## src/hdl/bsa_pkg.sv

```systemverilog
// Shared types and constants for the binding slot allocator.
// Used by the controller, the datapath and the top level; no dependencies.
package bsa_pkg;

  typedef struct packed {
    logic        req_type;
    logic [31:0] key_id;
    logic [31:0] key_offset;
    logic [31:0] key_size;
    logic        prioritize;
  } req_t;

  typedef struct packed {
    logic [3:0] slot_index;
    logic       hit;
  } rsp_t;

  typedef struct packed {
    logic [31:0] id;
    logic [31:0] offset;
    logic [31:0] size;
  } slot_key_t;

  typedef struct packed {
    logic start;
    logic age_up;
    logic scan;
    logic commit;
    logic load_out;
  } ctrl_cmd_t;

  typedef struct packed {
    logic done;
    logic is_unbind;
  } ctrl_status_t;

  localparam logic       REQ_BIND       = 1'b0;
  localparam logic       REQ_UNBIND     = 1'b1;
  localparam logic [7:0] AGE_EMPTY      = 8'd255;
  localparam logic [7:0] AGE_MAX        = 8'd254;
  localparam logic [7:0] AGE_MIN        = 8'd0;
  localparam logic [4:0] SLOT_COUNT_RST = 5'd16;
  localparam logic       REG_SLOT_COUNT = 1'b0;

endpackage

```

## src/hdl/bsa_ctrl.sv

```systemverilog
// Controller state machine of the binding slot allocator.
// Sequences aging, scan, commit and result hand-off; uses bsa_pkg.
module bsa_ctrl (
  input  logic                  clk,
  input  logic                  rst,
  input  logic                  in_valid,
  output logic                  in_stall,
  output logic                  out_valid,
  input  logic                  out_stall,
  input  bsa_pkg::ctrl_status_t status,
  output bsa_pkg::ctrl_cmd_t    cmd
);

  typedef enum logic [2:0] {
    S_IDLE,
    S_AGE,
    S_SCAN,
    S_WRITE,
    S_DONE
  } state_t;

  state_t state;
  logic   out_free;

  assign in_stall = (state != S_IDLE);
  assign out_free = !out_valid || !out_stall;

  always_comb begin
    cmd = '0;
    case (state)
      S_IDLE:  cmd.start    = in_valid;
      S_AGE:   cmd.age_up   = 1'b1;
      S_SCAN:  cmd.scan     = 1'b1;
      S_WRITE: cmd.commit   = 1'b1;
      S_DONE:  cmd.load_out = out_free;
      default: cmd = '0;
    endcase
  end

  always_ff @(posedge clk) begin
    if (rst) begin
      state     <= S_IDLE;
      out_valid <= 1'b0;
    end else begin
      if (out_valid && !out_stall) begin
        out_valid <= 1'b0;
      end
      case (state)
        S_IDLE: begin
          if (in_valid) begin
            state <= S_AGE;
          end
        end
        S_AGE: state <= S_SCAN;
        S_SCAN: begin
          if (status.done) begin
            state <= status.is_unbind ? S_DONE : S_WRITE;
          end
        end
        S_WRITE: state <= S_DONE;
        S_DONE: begin
          if (out_free) begin
            out_valid <= 1'b1;
            state     <= S_IDLE;
          end
        end
        default: state <= S_IDLE;
      endcase
    end
  end

endmodule

```

## src/hdl/bsa_datapath.sv

```systemverilog
// Datapath of the binding slot allocator: age lanes, key memory, scan and result.
// Driven by bsa_ctrl through command and status structs; uses bsa_pkg.
module bsa_datapath #(
  parameter int MAX_SLOTS = 16
) (
  input  logic                  clk,
  input  logic                  rst,
  input  bsa_pkg::req_t         in_data,
  input  logic [4:0]            slot_count,
  input  bsa_pkg::ctrl_cmd_t    cmd,
  output bsa_pkg::ctrl_status_t status,
  output bsa_pkg::rsp_t         out_data
);

  localparam int IW = (MAX_SLOTS > 1) ? $clog2(MAX_SLOTS) : 1;
  localparam int CW = $clog2(MAX_SLOTS + 1);

  bsa_pkg::req_t     req;
  bsa_pkg::slot_key_t key_mem [MAX_SLOTS];
  bsa_pkg::slot_key_t rd_key;
  bsa_pkg::rsp_t     out_q;

  logic [7:0]    age      [MAX_SLOTS];
  logic [7:0]    age_next [MAX_SLOTS];
  logic [CW-1:0] issue_cnt;
  logic [CW-1:0] n_active;
  logic [IW-1:0] rd_addr;
  logic [IW-1:0] cmp_idx;
  logic [IW-1:0] high_idx;
  logic [IW-1:0] pos;
  logic [IW-1:0] first;
  logic [IW-1:0] final_pos;
  logic [7:0]    high_age;
  logic [7:0]    cur_age;
  logic          cmp_valid;
  logic          found;
  logic          hit_q;
  logic          freed;
  logic          is_unbind;
  logic          is_empty;
  logic          id_eq;
  logic          key_eq;
  logic          stop;
  logic          free_en;
  logic          issue_more;

  always_comb begin
    if (slot_count == '0) begin
      n_active = CW'(1);
    end else if (32'(slot_count) > 32'(MAX_SLOTS)) begin
      n_active = CW'(MAX_SLOTS);
    end else begin
      n_active = CW'(slot_count);
    end
  end

  assign is_unbind  = (req.req_type == bsa_pkg::REQ_UNBIND);
  assign rd_addr    = issue_cnt[IW-1:0];
  assign issue_more = (issue_cnt < n_active);
  assign cur_age    = age[cmp_idx];
  assign is_empty   = (cur_age == bsa_pkg::AGE_EMPTY);
  assign id_eq      = (rd_key.id == req.key_id);
  assign key_eq     = id_eq && (rd_key.offset == req.key_offset)
                      && (rd_key.size == req.key_size);
  assign stop       = cmp_valid && !is_unbind && (is_empty || key_eq);
  assign free_en    = cmd.scan && cmp_valid && is_unbind && !is_empty && id_eq;
  assign final_pos  = found ? pos : high_idx;

  assign status.done      = stop || (!cmp_valid && (issue_cnt == n_active));
  assign status.is_unbind = is_unbind;
  assign out_data         = out_q;

  always_comb begin
    for (int j = 0; j < MAX_SLOTS; j++) begin
      age_next[j] = age[j];
      if (CW'(j) < n_active) begin
        if (cmd.age_up && !is_unbind && req.prioritize) begin
          if (age[j] != bsa_pkg::AGE_EMPTY && age[j] != bsa_pkg::AGE_MAX) begin
            age_next[j] = age[j] + 8'd1;
          end
        end
        if (free_en) begin
          if (age[j] != bsa_pkg::AGE_EMPTY && age[j] >= cur_age
              && age[j] != bsa_pkg::AGE_MIN) begin
            age_next[j] = age[j] - 8'd1;
          end
          if (IW'(j) == cmp_idx) begin
            age_next[j] = bsa_pkg::AGE_EMPTY;
          end
        end
      end
      if (cmd.commit && IW'(j) == final_pos) begin
        age_next[j] = req.prioritize ? bsa_pkg::AGE_MIN : bsa_pkg::AGE_MAX;
      end
    end
  end

  always_ff @(posedge clk) begin
    if (rst) begin
      for (int j = 0; j < MAX_SLOTS; j++) begin
        age[j] <= bsa_pkg::AGE_EMPTY;
      end
    end else begin
      for (int j = 0; j < MAX_SLOTS; j++) begin
        age[j] <= age_next[j];
      end
    end
  end

  always_ff @(posedge clk) begin
    rd_key <= key_mem[rd_addr];
    if (cmd.commit) begin
      key_mem[final_pos] <= '{id: req.key_id, offset: req.key_offset, size: req.key_size};
    end
  end

  always_ff @(posedge clk) begin
    if (rst) begin
      cmp_valid <= 1'b0;
      issue_cnt <= '0;
    end else if (cmd.start) begin
      req       <= in_data;
      issue_cnt <= '0;
      cmp_valid <= 1'b0;
      high_idx  <= '0;
      high_age  <= '0;
      found     <= 1'b0;
      hit_q     <= 1'b0;
      freed     <= 1'b0;
      first     <= '0;
      pos       <= '0;
    end else if (cmd.scan) begin
      if (issue_more) begin
        cmp_idx   <= rd_addr;
        cmp_valid <= 1'b1;
        issue_cnt <= issue_cnt + CW'(1);
      end else begin
        cmp_valid <= 1'b0;
      end
      if (stop) begin
        found <= 1'b1;
        pos   <= cmp_idx;
        hit_q <= key_eq && !is_empty;
      end else if (cmp_valid && !is_unbind && high_age < cur_age) begin
        high_idx <= cmp_idx;
        high_age <= cur_age;
      end
      if (free_en) begin
        freed <= 1'b1;
        if (!freed) begin
          first <= cmp_idx;
        end
      end
    end
  end

  always_ff @(posedge clk) begin
    if (cmd.load_out) begin
      out_q.slot_index <= 4'(is_unbind ? first : final_pos);
      out_q.hit        <= is_unbind ? freed : hit_q;
    end
  end

endmodule

```

## src/hdl/binding_slot_allocator_unit.sv

```systemverilog
// Top level of the binding slot allocator: configuration port and the
// controller/datapath pair. Uses bsa_pkg, bsa_ctrl and bsa_datapath.
//
// A binding request steps through aging, scan, commit and result hand-off.
// The scan stops at the first empty slot or key hit, or else runs to the end
// of the slots in use. An unbind always scans every slot in use and skips
// the commit, since it writes no key. The scan reads one slot key per cycle
// from the key memory. One request is worked on at a time. The next is taken
// in the cycle after the result is loaded into the output register. A result
// that cannot be loaded because the previous one is still stalled holds the
// block until the output register frees up.
// Writes to slot_count belong in idle periods only.
module binding_slot_allocator_unit #(
  parameter int MAX_SLOTS = 16
) (
  input  logic          clk,
  input  logic          rst,
  input  logic          in_valid,
  output logic          in_stall,
  input  bsa_pkg::req_t in_data,
  output logic          out_valid,
  input  logic          out_stall,
  output bsa_pkg::rsp_t out_data,
  input  logic          psel,
  input  logic          penable,
  input  logic          pwrite,
  input  logic [2:0]    paddr,
  input  logic [31:0]   pwdata,
  output logic [31:0]   prdata,
  output logic          pready
);

  bsa_pkg::ctrl_cmd_t    cmd;
  bsa_pkg::ctrl_status_t status;
  logic [4:0]            slot_count;

  assign pready = 1'b1;
  assign prdata = (paddr[2] == bsa_pkg::REG_SLOT_COUNT) ? {27'd0, slot_count} : 32'd0;

  always_ff @(posedge clk) begin
    if (rst) begin
      slot_count <= bsa_pkg::SLOT_COUNT_RST;
    end else if (psel && penable && pwrite && pready
                 && paddr[2] == bsa_pkg::REG_SLOT_COUNT) begin
      slot_count <= pwdata[4:0];
    end
  end

  bsa_ctrl u_ctrl (
    .clk       (clk),
    .rst       (rst),
    .in_valid  (in_valid),
    .in_stall  (in_stall),
    .out_valid (out_valid),
    .out_stall (out_stall),
    .status    (status),
    .cmd       (cmd)
  );

  bsa_datapath #(
    .MAX_SLOTS (MAX_SLOTS)
  ) u_datapath (
    .clk        (clk),
    .rst        (rst),
    .in_data    (in_data),
    .slot_count (slot_count),
    .cmd        (cmd),
    .status     (status),
    .out_data   (out_data)
  );

`ifndef SYNTHESIS
  a_busy_after_accept: assert property (@(posedge clk) disable iff (rst)
    (in_valid && !in_stall) |=> in_stall)
    else $error("Request accepted but block did not become busy.");

  a_load_sets_valid: assert property (@(posedge clk) disable iff (rst)
    cmd.load_out |=> out_valid)
    else $error("Result loaded without raising out_valid.");

  a_commit_bind_only: assert property (@(posedge clk) disable iff (rst)
    cmd.commit |-> !status.is_unbind)
    else $error("Key commit issued during an unbind.");

  a_valid_rise_from_load: assert property (@(posedge clk) disable iff (rst)
    $rose(out_valid) |-> $past(cmd.load_out))
    else $error("out_valid rose without a result load.");
`endif

endmodule

```

## config.mk

```make
export PLATFORM = sky130hd
export DESIGN_NAME = binding_slot_allocator_unit
export DESIGN_NICKNAME = d
export VERILOG_FILES = /design/src/hdl/bsa_pkg.sv /design/src/hdl/bsa_ctrl.sv /design/src/hdl/bsa_datapath.sv /design/src/hdl/binding_slot_allocator_unit.sv
export SDC_FILE = /design/constraint.sdc
export NUM_CORES = 2
export LEC_CHECK = 0
export BUFFER_PORTS_ARGS = -buffer_cell sky130_fd_sc_hd__buf_4
export CAP_MARGIN = 15
export CORE_MARGIN = 1
export CORE_UTILIZATION = 50
export CTS_CLUSTER_SIZE = 24
export DETAILED_ROUTE_END_ITERATION = 12
export GPL_ROUTABILITY_DRIVEN = 0
export MAX_ROUTING_LAYER = met4
export PLACE_DENSITY_LB_ADDON = 0.08
export SLEW_MARGIN = 20
export SYNTH_ARGS = -nofsm -noshare
export SYNTH_HDL_FRONTEND = slang
export SYNTH_SLANG_ARGS = --single-unit
```

## constraint.sdc

```tcl
create_clock -name clk -period 18.2 [get_ports clk]
set_clock_uncertainty 0.2 [all_clocks]
set_input_delay 3.64 -clock clk [delete_from_list [all_inputs] [get_ports clk]]
set_output_delay 3.64 -clock clk [all_outputs]
set_load 0.05 [all_outputs]
```

**After elaboration in Yosys (flattened, before gate mapping)**

Memory sizes are Yosys's and may differ from the RTL's. A register that Yosys moved wholly into a read port is not among the register bits.
Index checks and enable logic that the tools add are counted.
W data, S select, Z words.

- Register bits: 145
- Bits in writable memories: 1664
- Memories kept: 2

Memories:

| name | words | bits a word | read ports | clocked after Yosys merged registers in | wr ports | line | source |
|---|---|---|---|---|---|---|---|
| u_datapath.key_mem | 16 | 96 | 1 | 1 | 1 | bsa_datapath.sv:19 | `bsa_pkg::slot_key_t key_mem [MAX_SLOTS];` |
| u_datapath.age | 16 | 8 | 17 | 1 | 16 | bsa_datapath.sv:23 | `logic [7:0] age [MAX_SLOTS];` |

- Add/subtract/negate cells: 33
- Order comparisons: 35
- Equal/unequal tests: 76
- Mux-type cells: 172
- Bitwise logic cells: 19
- Reductions and logical operators: 123

Operators with widths:

| cell | count |
|---|---|
| $mux W8 | 132 |
| $ne A8 B8 Y1 const B | 32 |
| $add A8 B1 Y8 const B | 16 |
| $ge A8 B8 Y1 | 16 |
| $reduce_bool A8 Y1 | 16 |
| $sub A8 B1 Y8 const B | 16 |
| $eq A32 B32 Y1 | 3 |
| $logic_and A1 B1 Y1 | 81 |
| $eq A4 B4 Y1 const A | 16 |
| $mux W4 | 11 |
| $lt A4 B5 Y1 const A | 8 |
| $eq A3 B4 Y1 const A | 8 |
| $mux W1 | 21 |
| $lt A3 B5 Y1 const A | 4 |
| $eq A2 B4 Y1 const A | 4 |
| $or A1 B1 Y1 | 16 |
| $mux W5 | 3 |
| $pmux W3 S5 | 1 |
| $mux W3 | 4 |
| $reduce_and A4 Y1 | 3 |
| $lt A1 B5 Y1 const A | 2 |
| $lt A2 B5 Y1 const A | 2 |
| $reduce_and A3 Y1 | 3 |
| $eq A1 B4 Y1 const A | 2 |
| other kinds (21) | 38 |

**Logic depth before layout (Yosys ltp)**

- Word-level depth: 11
- Depth in mapped cells: 17
- Gate-level depth less buffers: 14

**Hierarchy**

From an unflattened synthesis, not the netlist that was laid out.

- Cell total of the unflattened synthesis: 4710
- Area total of the unflattened synthesis: 81145.3 µm²

Modules (own cells, without submodules):

| module | times used | cells an instance | area an instance (µm²) |
|---|---|---|---|
| bsa_datapath | 1 | 4625 | 80430.9 |
| binding_slot_allocator_unit | 1 | 58 | 494.2 |
| bsa_ctrl | 1 | 27 | 220.2 |

**Worst setup path before layout**

OpenSTA, ideal clock, no wires.

- Path kind: input port to flip-flop
- Start point: in rst
- End point: reg u_datapath.found (enable)
- Arrival time: 8.865 ns
- Data required time: 17.678 ns
- Path slack: 8.812 ns
- Stages: 6
- Path buffers: 4
- Path through: clkbuf_1 -> clkbuf_1 -> buf_1 -> clkbuf_1 -> nor2_1 -> a21o_1

- Cells in the longest elaborated chain, start to end: 2

RTL lines:

| what | line | source |
|---|---|---|
| from (decl) | binding_slot_allocator_unit.sv:17 | `input logic rst,` |
| $not A1 Y1 (no source line) | -- |  |
| $reduce_and A3 Y1 (no source line) | -- |  |
| to (signal assigned) | bsa_datapath.sv:127 | `found <= 1'b0;` |
| to (signal assigned) | bsa_datapath.sv:141 | `found <= 1'b1;` |
| to (decl) | bsa_datapath.sv:36 | `logic found;` |

Every way passes these cells.
A chain may end at the register's enable or synchronous reset.

**Final worst setup path**

- Start point: in paddr[2]
- End point: out prdata[1]

- Cells in the longest elaborated chain, start to end: 1

RTL lines:

| what | line | source |
|---|---|---|
| from (decl) | binding_slot_allocator_unit.sv:27 | `input logic [2:0] paddr,` |
| $mux W5 | binding_slot_allocator_unit.sv:38 | `assign prdata = (paddr[2] == bsa_pkg::REG_SLOT_COUNT) ? {27'd0, slot_count} : 32'd0;` |
| to (decl) | binding_slot_allocator_unit.sv:29 | `output logic [31:0] prdata,` |

Every way passes these cells.

==> impl_results.md <==
- CTS HTree Levels: 4
- Yosys Warn Count: 0
- Tot GR Track Use: 0.2580
- # fillers: 12,350
- Number of I/O pins: 180
- CP dominant cell by count: buf_4
- CTS tree: yes
- CP Buf/Inv Count: 2
- Largest net degree at the start of global routing: 128
- Post-route ant nets: 0
- Crit path DAT: 4.09 ns
- Slowest CP cell: buf_4
- Slew Limit Fails: 0
- RSZ-0062 raised after global routing: false
- CP cell instances: buf_4 > nor2b_1 > buf_4
- Crit-path max FO: 6
- Layout cells sized above 1: 0.2198
- First-pass GRT wire length: 298.1 mm
- Design Area, Final: between 90,000 and 100,000 um2
- Min-delay worst type: register to register
- Max Root-Sink Buffers: 3
- Async set or reset register ratio after synthesis: 0
- Final setup viols: 0
- Initial core utilization: 0.5027
- Max-slew headroom: 0.2309
- Synth Area per Inst: 17.48 um2
- WL final: 202.3 mm
- Final #Nets: 5,121
- Worst Max-Slew Pin Slew: 1.151 ns
- Status: completed
- Pwr dens: ~120 nW/um2
- Ys flop type: edfxtp_1
- Overall power: 10.69 mW
- Post-CTS Setup Repair Bufs: 0
- Antenna violations before repair: 3
- Fmax: roughly 130 MHz
- Critical path's top delay family: buffers and inverters
- DRT iter0 DRCs: around 4,200
- Via density: 6.185
- Final Util: 0.5639
- Layout area overhead: 12.17%
- DP Area: 83,900 um2
- Unique masters post-synth: 96
- Core Box Area: ~160,000 um2
- Final Hold Viols: 0
- DR pass1 iterations: 7
- Global route total overflow: 0
- Die width: 403.6 um
- DP HPWL: 107.3 mm
- CP Class: input port to primary output
- Worst-skew pair later-pin latency: 0.83 ns
- Required @ worst endpoint: 14.36 ns
- Die Y: 403.6 um
- Clock transition at path regs: 0.05 ns
- Die ar.: 162,900 um2
- Post-synth EDFFs: 1,666
- CTS Sinks: about 1,900
- Leakage: 29.49 nW
- Vias: 43,970
- CTS resizes: 0
- Maxcap violations: 0
- Final Cycle Share: 0.4359
- Drt wl/cell: approximately 28 um
- Num CTS Buffers: 194
- Startpoint types: input port
- Vias in the first global route: 43,970
- Seq/Total Area, Yosys: 0.6808
- Number of synthesized register bits: 1,909
- Setup TNS: 0 ns
- Port Buf Inserts: 122
- Hold WS: 0.2906 ns
- DRC viols: 0
- Setup crit end kind: primary output
- Cell count after synthesis: approximately 4,600
- Final min period: 7.933 ns
- Worst ir drop on vdd: between 100 and 150 uV
- Mapped cell area: 80,630 um2
- # hold bufs at CTS: 0
- Clk root buf: clkbuf_16
- Crit-path max cell delay: 0.21 ns
- FP Rows: 147
==> synthesized netlist by cell type (10+ instances only) <==
library cell,count,share of area
a21oi_1,142,0.0088
nand2b_1,47,0.0036
o22ai_1,16,0.0012
buf_4,31,0.0029
clkbuf_1,154,0.0072
a311oi_1,10,0.0011
inv_1,82,0.0038
a22o_1,17,0.0018
buf_1,40,0.0019
and3_1,32,0.0025
ha_1,205,0.032
nand3b_1,12,0.0011
o21ai_1,19,0.0012
nor3_1,69,0.0043
a31o_2,33,0.0036
xnor2_1,108,0.012
mux4_2,512,0.14
nand2_1,160,0.0074
a211oi_1,10,0.00093
nor2_1,194,0.0090
o21a_1,34,0.0032
a21o_1,29,0.0027
dfxtp_1,243,0.060
o31ai_1,12,0.0011
edfxtp_1,1666,0.62
o21ai_0,118,0.0073
a31oi_1,42,0.0033
nor2b_1,25,0.0019
nand4_1,87,0.0068
a22oi_1,17,0.0016
or2_2,12,0.00093
o211ai_1,40,0.0037
mux2i_1,39,0.0048
or3_1,23,0.0018
and2_1,20,0.0016
nand3_1,86,0.0053
nor4_1,32,0.0025
==> power by group <==
| part | switching (mW) | internal (mW) | total [mW] | leakage, nW |
|---|---|---|---|---|
| registers | 0.223 | 5.00 | 5.22 | 17.0 |
| logic | 0.760 | 0.675 | 1.43 | 9.28 |
| clock network | 1.69 | 2.35 | 4.03 | 3.21 |
| total | 2.67 | 8.02 | 10.7 | 29.5 |
==> layout make-up <==
| cell class | instances | area, um2 | share of cell area |
|---|---|---|---|
| sequential | 1909 | 54910 | 0.6071 |
| tap | 2160 | 2703 | 0.02988 |
| multi-input combinational | 2402 | 24450 | 0.2703 |
| inverter | 85 | 409.1 | 0.004524 |
| antenna | 2 | 5.005 | 0.00005534 |
| clock inverter | 79 | 907.1 | 0.01003 |
| timing repair buffer | 184 | 1431 | 0.01583 |
| clock buffer | 287 | 5632 | 0.06227 |
==> flip-flops by register name, summed over array words and instances (netlist names), 3 cells and up, named ones only <==
name	cells
u_datapath.key_mem	1536
u_datapath.age	128
u_datapath.req	97
u_datapath.rd_key	96
u_datapath.high_age	8
slot_count	5
u_datapath.issue_cnt	5
u_datapath.out_data	5
u_datapath.cmp_idx	4
u_datapath.first	4
u_datapath.high_idx	4
u_datapath.pos	4
u_ctrl.state	3
==> stage by stage <==
stage	std cells	setup WS [ns]
global placement	6740	10.28
floorplan	4638	8.812
CTS	7106	10.27
finish	7108	10.27
detailed placement	6740	10.26
global route	7108	10.23
==> layout by cell type (no fill, tap or decap), types with 69 or more instances in the layout <==
cell type  netlist  layout
nand4_1         87      87
xnor2_1        108     108
o21ai_0        118     117
mux4_2         512     512
inv_1           82      70
nor2_1         194     185
edfxtp_1      1666    1666
nand3_1         86      86
dfxtp_1        243     238
buf_4           31     180
ha_1           205     205
nand2_1        160     160
a21oi_1        142     142
clkbuf_16        0     200
nor3_1          69      69
==> cells by family after synthesis <==
group	after synthesis	share of synthesized area
flip-flops	1909	0.6808
adder cells (fa/ha/maj)	205	0.03181
multiplexers	557	0.1487
AND/OR/NAND/NOR	841	0.05329
buffers and inverters	327	0.01785
other	2	0.00009314
XOR/XNOR	117	0.01271
AO/OA/AOI/OAI	654	0.05476
==> path summary, 6_finish.rpt <==
kind	from	end	slack [ns]	depth (start not counted)
max	paddr[2]	prdata[1]	10.27	3
min	u_ctrl.out_valid	u_ctrl.out_valid	0.29	2
max reg2reg	register	u_datapath.age[9][2]	12.53	12
min reg2reg	u_ctrl.out_valid	u_ctrl.out_valid	0.29	2
==> worst register-to-register path: cells and delay by family, from the launching register on <==
| family | cells | cell delay, ns |
|---|---|---|
| flops | 1 | 0.31 |
| simple gates | 5 | 2.02 |
| buf+inv | 3 | 1.56 |
| mux | 2 | 0.75 |
| compound gates | 2 | 0.76 |
==> metal layers <==
| metal | part of all wire | wire length (um) | GRT usage |
|---|---|---|---|
| met2 | 0.47 | 95750 | 0.3937 |
| met3 | 0.058 | 11730 | 0.03632 |
| met1 | 0.45 | 90310 | 0.3695 |
| met4 | 0.022 | 4522 | 0.06393 |
| met5 | 0 | 0 | - |
(Power assumes the default switching activity.)
